**src/rtl/core/cfr_pkg.sv**
```systemverilog
// Types and constants shared by the CRC-checked frame receiver.
`timescale 1ns / 1ps
`default_nettype none

package cfr_pkg;

  localparam int unsigned WIN_DEPTH = 8;
  localparam int unsigned CRC_SPAN  = 7;
  localparam int unsigned BYTE_W    = 8;
  localparam int unsigned CRC_W     = 16;
  localparam int unsigned CRC_BITS  = CRC_SPAN * BYTE_W;
  localparam int unsigned CNT_W     = $clog2(CRC_BITS);
  localparam int unsigned IDX_W     = $clog2(WIN_DEPTH);
  localparam int unsigned FILL_W    = $clog2(WIN_DEPTH + 1);

  localparam logic [CRC_W-1:0] CRC_INIT = 16'hFFFF;
  localparam logic [CRC_W-1:0] CRC_POLY = 16'hA001;

  typedef logic [WIN_DEPTH-1:0][BYTE_W-1:0] win_t;

  typedef struct packed {
    logic push;
    logic slide;
    logic clear;
  } win_ctrl_t;

  typedef struct packed {
    logic init;
    logic step;
  } crc_ctrl_t;

  typedef enum logic [1:0] {
    ST_IDLE,
    ST_CRC,
    ST_DONE
  } state_e;

endpackage

`default_nettype wire

```
**src/rtl/core/cfr_crc_unit.sv**
```systemverilog
// Bit-serial CRC-16/MODBUS engine, one data bit per step.
`timescale 1ns / 1ps
`default_nettype none

module cfr_crc_unit
  import cfr_pkg::*;
(
  input  wire              clk_i,
  input  crc_ctrl_t        ctrl_i,
  input  wire              bit_i,
  output logic [CRC_W-1:0] crc_o
);

  logic [CRC_W-1:0] crc_q, crc_d;
  logic             fb;

  // Load the initial value, or shift one reflected bit through the polynomial
  always_comb begin
    fb    = crc_q[0] ^ bit_i;
    crc_d = crc_q;
    if (ctrl_i.init) begin
      crc_d = CRC_INIT;
    end else if (ctrl_i.step) begin
      crc_d = {1'b0, crc_q[CRC_W-1:1]} ^ (fb ? CRC_POLY : '0);
    end
  end

  always_ff @(posedge clk_i) begin
    crc_q <= crc_d;
  end

  assign crc_o = crc_q;

endmodule

`default_nettype wire

```
**src/rtl/core/cfr_window.sv**
```systemverilog
// Eight-byte receive window with fill count, append and slide.
`timescale 1ns / 1ps
`default_nettype none

module cfr_window
  import cfr_pkg::*;
(
  input  wire               clk_i,
  input  wire               rst_ni,
  input  win_ctrl_t         ctrl_i,
  input  wire  [BYTE_W-1:0] byte_i,
  output win_t              win_o,
  output logic              full_o
);

  logic [FILL_W-1:0] fill_q, fill_d;
  win_t              win_q;

  // Track the number of stored bytes
  always_comb begin
    fill_d = fill_q;
    if (ctrl_i.clear) begin
      fill_d = '0;
    end else if (ctrl_i.push) begin
      fill_d = fill_q + FILL_W'(1);
    end
  end

  always_ff @(posedge clk_i or negedge rst_ni) begin
    if (!rst_ni) begin
      fill_q <= '0;
    end else begin
      fill_q <= fill_d;
    end
  end

  // Append at the fill position, or drop the oldest byte and shift in
  always_ff @(posedge clk_i) begin
    if (ctrl_i.push) begin
      win_q[fill_q[IDX_W-1:0]] <= byte_i;
    end else if (ctrl_i.slide) begin
      for (int i = 0; i < WIN_DEPTH - 1; i++) begin
        win_q[i] <= win_q[i+1];
      end
      win_q[WIN_DEPTH-1] <= byte_i;
    end
  end

  assign win_o  = win_q;
  assign full_o = (fill_q == FILL_W'(WIN_DEPTH));

endmodule

`default_nettype wire

```
**src/rtl/core/crc_checked_frame_receiver_unit.sv**
```systemverilog
// Top level of the CRC-checked frame receiver: sequencer and result register.
//
//   channel  direction  handshake               payload
//   rx in    input      in_valid_i / in_stall_o  rx_byte_i
//   frame    output     out_valid_o / out_stall_i frame_command_o, payload_*_o
//
// A byte that lands in a window with room is appended and the input stays open.
// The ninth byte of a frame starts a bit-serial CRC over window bytes 0..6, then
// a decision state; the input stays stalled until the sequencer is back in idle.
// The CRC engine is stepped one bit per cycle.
// Reset clears the fill count and the sequencer; window bytes are undefined until written.
// A waiting result holds in the output register; a new match waits for it to be taken.
`timescale 1ns / 1ps
`default_nettype none

module crc_checked_frame_receiver_unit
  import cfr_pkg::*;
(
  input  wire               clk_i,
  input  wire               rst_ni,
  input  wire               in_valid_i,
  output logic              in_stall_o,
  input  wire  [BYTE_W-1:0] rx_byte_i,
  output logic              out_valid_o,
  input  wire               out_stall_i,
  output logic [BYTE_W-1:0] frame_command_o,
  output logic [BYTE_W-1:0] payload_one_o,
  output logic [BYTE_W-1:0] payload_two_o,
  output logic [BYTE_W-1:0] payload_three_o,
  output logic [BYTE_W-1:0] payload_four_o,
  output logic [BYTE_W-1:0] payload_five_o,
  output logic [BYTE_W-1:0] payload_six_o
);

  state_e             state_q, state_d;
  logic [CNT_W-1:0]   cnt_q, cnt_d;
  logic [BYTE_W-1:0]  hold_q;
  logic               hold_en;
  logic               out_valid_q, out_valid_d;
  logic               out_load;
  logic               crc_match;
  logic               crc_bit;
  logic [CRC_W-1:0]   crc;
  logic [BYTE_W-1:0]  win_byte;
  logic [BYTE_W-1:0]  win_wr_byte;
  logic               win_full;
  win_t               win;
  win_ctrl_t          win_ctrl;
  crc_ctrl_t          crc_ctrl;

  // Pick the window bit that the CRC engine consumes this cycle
  assign win_byte  = win[cnt_q[CNT_W-1:3]];
  assign crc_bit   = win_byte[cnt_q[2:0]];
  assign crc_match = (crc == {hold_q, win[WIN_DEPTH-1]});

  // Slide shifts in the held ninth byte; append takes the incoming byte
  assign win_wr_byte = win_ctrl.slide ? hold_q : rx_byte_i;

  // Next state and control; the input is open only in idle
  always_comb begin
    state_d     = state_q;
    cnt_d       = cnt_q;
    hold_en     = 1'b0;
    out_load    = 1'b0;
    win_ctrl    = '0;
    crc_ctrl    = '0;
    in_stall_o  = 1'b1;
    out_valid_d = out_valid_q && out_stall_i;
    case (state_q)
      ST_IDLE: begin
        in_stall_o = 1'b0;
        if (in_valid_i) begin
          if (!win_full) begin
            win_ctrl.push = 1'b1;
          end else begin
            hold_en       = 1'b1;
            crc_ctrl.init = 1'b1;
            cnt_d         = '0;
            state_d       = ST_CRC;
          end
        end
      end
      ST_CRC: begin
        crc_ctrl.step = 1'b1;
        cnt_d         = cnt_q + CNT_W'(1);
        if (cnt_q == CNT_W'(CRC_BITS - 1)) begin
          state_d = ST_DONE;
        end
      end
      ST_DONE: begin
        if (crc_match) begin
          if (!(out_valid_q && out_stall_i)) begin
            out_load       = 1'b1;
            out_valid_d    = 1'b1;
            win_ctrl.clear = 1'b1;
            state_d        = ST_IDLE;
          end
        end else begin
          win_ctrl.slide = 1'b1;
          state_d        = ST_IDLE;
        end
      end
      default: begin
        state_d = ST_IDLE;
      end
    endcase
  end

  // Hold the control registers
  always_ff @(posedge clk_i or negedge rst_ni) begin
    if (!rst_ni) begin
      state_q     <= ST_IDLE;
      cnt_q       <= '0;
      out_valid_q <= 1'b0;
    end else begin
      state_q     <= state_d;
      cnt_q       <= cnt_d;
      out_valid_q <= out_valid_d;
    end
  end

  // Capture the ninth byte and the emitted frame
  always_ff @(posedge clk_i) begin
    if (hold_en) begin
      hold_q <= rx_byte_i;
    end
    if (out_load) begin
      frame_command_o <= win[0];
      payload_one_o   <= win[1];
      payload_two_o   <= win[2];
      payload_three_o <= win[3];
      payload_four_o  <= win[4];
      payload_five_o  <= win[5];
      payload_six_o   <= win[6];
    end
  end

  assign out_valid_o = out_valid_q;

  cfr_window u_window (
    .clk_i  (clk_i),
    .rst_ni (rst_ni),
    .ctrl_i (win_ctrl),
    .byte_i (win_wr_byte),
    .win_o  (win),
    .full_o (win_full)
  );

  cfr_crc_unit u_crc (
    .clk_i  (clk_i),
    .ctrl_i (crc_ctrl),
    .bit_i  (crc_bit),
    .crc_o  (crc)
  );

endmodule

`default_nettype wire

```
**config.mk**
```make
export PLATFORM = sky130hd
export DESIGN_NAME = crc_checked_frame_receiver_unit
export DESIGN_NICKNAME = d
export VERILOG_FILES = /design/src/rtl/core/cfr_pkg.sv /design/src/rtl/core/cfr_crc_unit.sv /design/src/rtl/core/cfr_window.sv /design/src/rtl/core/crc_checked_frame_receiver_unit.sv
export SDC_FILE = /design/constraint.sdc
export NUM_CORES = 1
export LEC_CHECK = 0
export BUFFER_PORTS_ARGS = -buffer_cell sky130_fd_sc_hd__buf_4
export CAP_MARGIN = 30
export CORE_ASPECT_RATIO = 1.75
export CORE_MARGIN = 4
export CORE_UTILIZATION = 30
export DETAILED_ROUTE_END_ITERATION = 10
export PLACE_DENSITY = 0.49
export SKIP_LAST_GASP = 1
export SLEW_MARGIN = 20
export SYNTH_ARGS = -nofsm -noshare
export SYNTH_HDL_FRONTEND = slang
export SYNTH_SLANG_ARGS = --single-unit
```
**constraint.sdc**
```tcl
create_clock -name clk_i -period 4.8 [get_ports clk_i]
set_clock_uncertainty 0.15 [all_clocks]
set_input_delay 0.48 -clock clk_i [delete_from_list [all_inputs] [get_ports clk_i]]
set_output_delay 0.48 -clock clk_i [all_outputs]
set_load 0.02 [all_outputs]
```
==> flow_summary.json, run 1 <==
{
  "worst_slack_ns": 1.61,
  "grt_pass1_wl_microns": 27000,
  "ir_drop_mv": 0.213,
  "routed_via_density": 4.84,
  "hold_viol": 0,
  "start_kind": "flop",
  "synth_cells": 498,
  "postSynthAreaPerCell_sq_um": 13.2,
  "yosys_most_used_dff": "edfxtp_1",
  "regArea_sq_um": 4490,
  "slew_violations": 0,
  "hold_class": "primary input to flop",
  "cts.sinks": 157,
  "yosys_warnings": 0,
  "cts_hold_buf": 1,
  "cts_tree": "done",
  "crit_required_ns": 4.94,
  "worstPathMaxFanout": 15,
  "cp-end-kind": "flop",
  "cts_setup_buffers": 0,
  "cts_inserted_buffers": 17,
  "cts_resized": 0,
  "drt_iter0_markers": 287,
  "finish.instance_area_sq_um": 8000,
  "syn_nets": 513,
  "antenna_found_initial": 0,
  "fin_crit_ns": 3.19,
  "multi_input_area_sq_um": 1990,
  "drc_errors": 0,
  "drt-wirelength-per-cell_microns": 20.1,
  "h-tree-depth": 4,
  "drtPass1Iterations": 5,
  "final.setup.tns_ns": 0,
  "placed_cell_area_sq_um": 7430,
  "path_clk_slew_ns": 0.07,
  "track_usage": 0.149,
  "dp_hpwl_microns": 12800,
  "rows": 71,
  "cts-root-buf": "clkbuf_16",
  "gp_congestion": 0.864,
  "io-pin-count": 70,
  "rsz0062_at_grt": "no",
  "worstMarginPinSlew_ns": 0.939,
  "area_growth_pct": 21.5,
  "core_sq_um": 21600,
  "grt_pass1_vias": 4342,
  "max_freq_mhz": 314,
  "synth_seq_cells": 157,
  "die_h_microns": 204,
  "seq_area_frac_synth": 0.682,
  "insertedDiodeCount": 0,
  "finalNetCount": 585,
  "max-slew-margin-rel": 0.356,
  "p_total_uw": 4280,
  "pre_cts_ws_ns": 1.55,
  "start_util": 0.305,
  "cap_violations": 0,
  "fin_crit_sh": 0.664,
  "nFillCells": 2063,
  "dieArea_sq_um": 24500,
  "setup_viol_count_final": 0,
  "num_vias": 4239,
  "grt_max_degree": 61,
  "drive_gt1_frac": 0.199,
  "grt.overflow.total": 0,
  "p_per_area_nw_per_um2": 535,
  "port_buffers": 69,
  "dp.cells": 842,
  "critical_path_arrival_ns": 3.33,
  "wl_microns": 17600,
  "synth_edf_count": 128,
  "crit_type": "flop to flop",
  "ys_types": 39,
  "synth_area_sq_um": 6580,
  "ys_async_sr_fraction": 0.0828,
  "clk_path_buf_depth": 2,
  "die_x_microns": 120,
  "fin_cells": 875,
  "p_leak_uw": 0.00306,
  "ant_nets": 0,
  "clk_latency_ns": 0.43,
  "status": "completed"
}
-- synthesized netlist by cell type, types with 4 or more instances --
cell      count  share of area
o21ai_0      79          0.060
nor2b_1       5         0.0048
edfxtp_1    128           0.58
buf_2         4         0.0030
mux2i_1      11          0.017
inv_1         4         0.0023
nor2_1       26          0.015
mux4_1       10          0.040
nand4_1       7         0.0067
nand3_1       7         0.0053
xor2_1       20          0.027
dfxtp_1      16          0.049
nand2_1     105          0.060
nor4_1        4         0.0038
clkbuf_1     18          0.010
a21oi_1       4         0.0030
mux4_2        6          0.021
dfrtp_1      13          0.049
-- worst paths after layout --
path / startpoint / slack, ns / endpoint / cells past startpoint
min in group asynchronous: rst_ni / 0.29 / u_window.fill_q[0] / 2
worst max register to register: cnt_q[3] / 1.61 / u_crc.crc_o[13] / 6
worst min-delay path: rx_byte_i[3] / 0.09 / hold_q[3] / 1
worst max-delay path: cnt_q[3] / 1.61 / u_crc.crc_o[13] / 6
max in group asynchronous: rst_ni / 4.03 / cnt_q[5] / 2
worst min register to register: u_window.win_o[5] / 0.31 / frame_command_o[5] / 0
-- worst max-delay path, cell delays in order (launching register included) --
cell and delay, ns:
dfrtp_1 0.97, mux4_1 0.70, mux4_2 0.53, nor3b_2 0.28
nor2_1 0.13, xnor3_1 0.22, o21ai_1 0.05
-- cell families after synthesis --
logic type | count (synthesis) | share of synthesized area
AOI/OAI and AO/OA | 94 | 0.0747
xor gates and xnor gates | 24 | 0.0340
adders and majority gates | 3 | 0.00570
buffers and inverters | 27 | 0.0173
DFF | 157 | 0.682
muxes | 28 | 0.0789
and+or+nand+nor | 165 | 0.107
-- where the power goes --
part / internal, uW / total, uW / leakage, uW / switching [uW]
clock network: 724 / 1300 / 0.000272 / 580
logic: 434 / 994 / 0.00133 / 559
registers: 1700 / 1980 / 0.00145 / 276
-- cell type report --
| type | count | area share |
|---|---|---|
| inverters | 4 | 0.00188 |
| well taps | 292 | 0.0457 |
| clock inverters | 14 | 0.0167 |
| clock buffers | 18 | 0.0537 |
| repair buffers | 76 | 0.0716 |
| flip-flops and latches | 157 | 0.561 |
| multi-input cells | 314 | 0.249 |
-- state kept, by name (all words and copies together) (netlist names), 4 cells and up --
signal / flops
cnt_q: 6
frame_command_o: 8
hold_q: 8
payload_five_o: 8
payload_four_o: 8
payload_one_o: 8
payload_six_o: 8
payload_three_o: 8
payload_two_o: 8
u_crc.crc_o: 16
u_window.fill_q: 4
u_window.win_o: 64
-- layer usage --
| metal | part of all wire | track usage | routed length (microns) | vias up |
|---|---|---|---|---|
| met5 | 0 | 0 | 0 | - |
| met4 | 0.026 | 0.0610 | 457 | 0 |
| met3 | 0.032 | 0.0252 | 569 | 23 |
| met2 | 0.57 | 0.287 | 10100 | 108 |
| met1 | 0.37 | 0.158 | 6470 | 2126 |
| li1 | - | - | - | 1982 |
-- placed cells by master (no fill, tap or decap), types with 3 or more instances in the layout --
master,n
nand3_1,7
edfxtp_1,128
inv_6,6
nand2_1,105
ha_1,3
a21oi_1,3
mux2i_1,11
clkbuf_16,17
buf_4,75
xor2_1,20
mux4_2,6
inv_1,4
o21ai_0,79
dfxtp_1,16
nor2_1,25
nor2b_1,5
dfrtp_1,13
clkinv_4,3
xnor2_1,3
nand4_1,7
nor4_1,4
mux4_1,10
-- per-stage QoR --
step	hold slack, ns	utilization
2_1_floorplan	0.0344	-
3_3_place_gp	0.183	0.344
3_5_place_dp	0.188	0.344
4_1_cts	0.0757	0.371
5_1_grt	0.0826	0.371
6_report	0.0939	0.371
(Power assumes the default switching activity.)
==> inputs of run 2 (changes only) <==
PLACE_DENSITY = 0.47   (was 0.49)
clock period = 3.22 ns   (was 4.8 ns; I/O delays follow)
==> flow_summary.json, run 2 (synthesized netlist as in run 1, its figures left out) <==
{
  "start_kind": "flop",
  "r2r_cells": 7,
  "die_x_microns": 120,
  "routed_via_density": 4.76,
  "worstMarginPinSlew_ns": 0.885,
  "max_freq_mhz": 334,
  "hold_path.startpoint": "out_stall_i",
  "gp_congestion": 0.841,
  "cp-end-kind": "flop",
  "status": "completed",
  "core_sq_um": 21600,
  "worstReg2RegStart": "u_window.win_o[60]",
  "rows": 71,
  "grt_pass1_wl_microns": 27600,
  "clk_path_buf_depth": 2,
  "rsz0062_at_grt": "no",
  "grt_pass1_vias": 4453,
  "fin_cells": 901,
  "die_h_microns": 204,
  "critical_path_arrival_ns": 2.99,
  "hold_class": "primary input to flop",
  "start_util": 0.305,
  "crit_path_max_incr_delay_ns": 0.63,
  "max-slew-margin-rel": 0.393,
  "clk_latency_ns": 0.43,
  "worstReg2RegEnd": "u_window.win_o[29]",
  "largest_register_ffs": 64,
  "grt.overflow.total": 0,
  "hold_viol": 0,
  "path_clk_slew_ns": 0.06,
  "port_buffers": 69,
  "nFillCells": 2069,
  "p_leak_uw": 0.00320,
  "cts_inserted_buffers": 17,
  "drt-wirelength-per-cell_microns": 20.2,
  "h-tree-depth": 4,
  "cts-root-buf": "clkbuf_16",
  "final_cell_mix": "edfxtp_1 (128), nand2_1 (105), buf_4 (92), o21ai_0 (79), nor2_1 (25)",
  "crit_type": "flop to flop",
  "worstPathMaxFanout": 11,
  "wl_microns": 18200,
  "num_vias": 4285,
  "grt_max_degree": 61,
  "cts_setup_buffers": 0,
  "drc_errors": 0,
  "cts_hold_buf": 9,
  "cts_resized": 0,
  "insertedDiodeCount": 0,
  "final.setup.tns_ns": 0,
  "regToRegSetupSlack_ns": 0.23,
  "dieArea_sq_um": 24500,
  "cts_tree": "done",
  "setup_viol_count_final": 0,
  "final_common_cell": "edfxtp_1",
  "cts.sinks": 157,
  "p_per_area_nw_per_um2": 798,
  "slew_violations": 0,
  "finalNetCount": 611,
  "drtPass1Iterations": 5,
  "track_usage": 0.153,
  "io-pin-count": 70,
  "fin_crit_sh": 0.929,
  "slowest_stage": "mux2i_1",
  "fin_crit_ns": 2.99,
  "ir_drop_mv": 0.282,
  "cap_violations": 0,
  "antenna_found_initial": 0,
  "ant_nets": 0,
  "dp_hpwl_microns": 13300,
  "area_growth_pct": 25.7,
  "crit_required_ns": 3.21,
  "worstHoldPathCells": 3,
  "drive_gt1_frac": 0.212,
  "hold_end": "out_valid_o",
  "drt_iter0_markers": 318,
  "p_total_uw": 6600,
  "worstPathCellList": "xor2_1 -> nor4_1 -> nand4_1 -> nand2_1 -> buf_4 -> mux2i_1 -> o21ai_0",
  "dp.cells": 860
}
## run 2: changes by cell type in the layout (fill, tap and decap cells not counted), sizes merged
cell         before  now
buf              75   93
bufinv            1    4
clkbuf           18   22
clkinv            5    4
dlygate4sd3       1    9
inv              10    4
## run 2: critical path: cells and delay by family (launching register included)
family | cells | cell delay [ns]
AND/OR/NAND/NOR | 3 | 0.81
AO/OA/AOI/OAI | 1 | 0.20
buffers and inverters | 1 | 0.27
XOR/XNOR | 1 | 0.18
flip-flops | 1 | 0.47
multiplexers | 1 | 0.63
## run 2: how the worst max path moves through the flow
stage	startpoint	end	slack [ns]	depth (start not counted)
6_report	u_window.win_o[60]	u_window.win_o[29]	0.23	7
5_1_grt	u_window.win_o[60]	u_window.win_o[37]	0.03	7
4_1_cts	u_window.win_o[60]	u_window.win_o[29]	0.15	7
3_5_place_dp	u_window.win_o[60]	u_window.win_o[29]	0.18	7
3_3_place_gp	u_window.win_o[60]	u_window.win_o[29]	0.15	7
2_1_floorplan	u_crc.crc_o[0]	frame_command_o[0]	0.47	6
## run 2: layout make-up
class                      count  area (sq um)  share of cell area
multi-input combinational    314          1990               0.241
clock buffer                  22           444              0.0537
timing repair buffer         102           801              0.0968
tap                          292           365              0.0442
sequential                   157          4490               0.543
clock inverter                10           165              0.0200
inverter                       4          15.0             0.00181
## run 2: per-stage QoR
stage | hold slack, ns | util | worst slack, ns | cell area [sq um]
finish | 0.0453 | 0.383 | 0.227 | 8270
global route | 0.0733 | 0.383 | 0.0331 | 8270
CTS | 0.0532 | 0.383 | 0.154 | 8270
detailed placement | 0.0395 | 0.351 | 0.182 | 7570
global placement | 0.0395 | 0.351 | 0.154 | 7570
floorplan | -0.124 | - | 0.472 | 6590
## run 2: where the power goes
group	switching (uW)	leakage (uW)	internal [uW]
Combinational	887	0.00145	719
Clock	801	0.000286	1300
Sequential	355	0.00145	2540
## run 2: per-layer routing
| layer | GRT usage | routed length (microns) | up-vias |
|---|---|---|---|
| met4 | 0.0754 | 491 | 0 |
| met3 | 0.0324 | 696 | 29 |
| met1 | 0.166 | 6740 | 2114 |
| met5 | 0 | 0 | - |
| met2 | 0.280 | 10300 | 113 |
| li1 | - | - | 2029 |
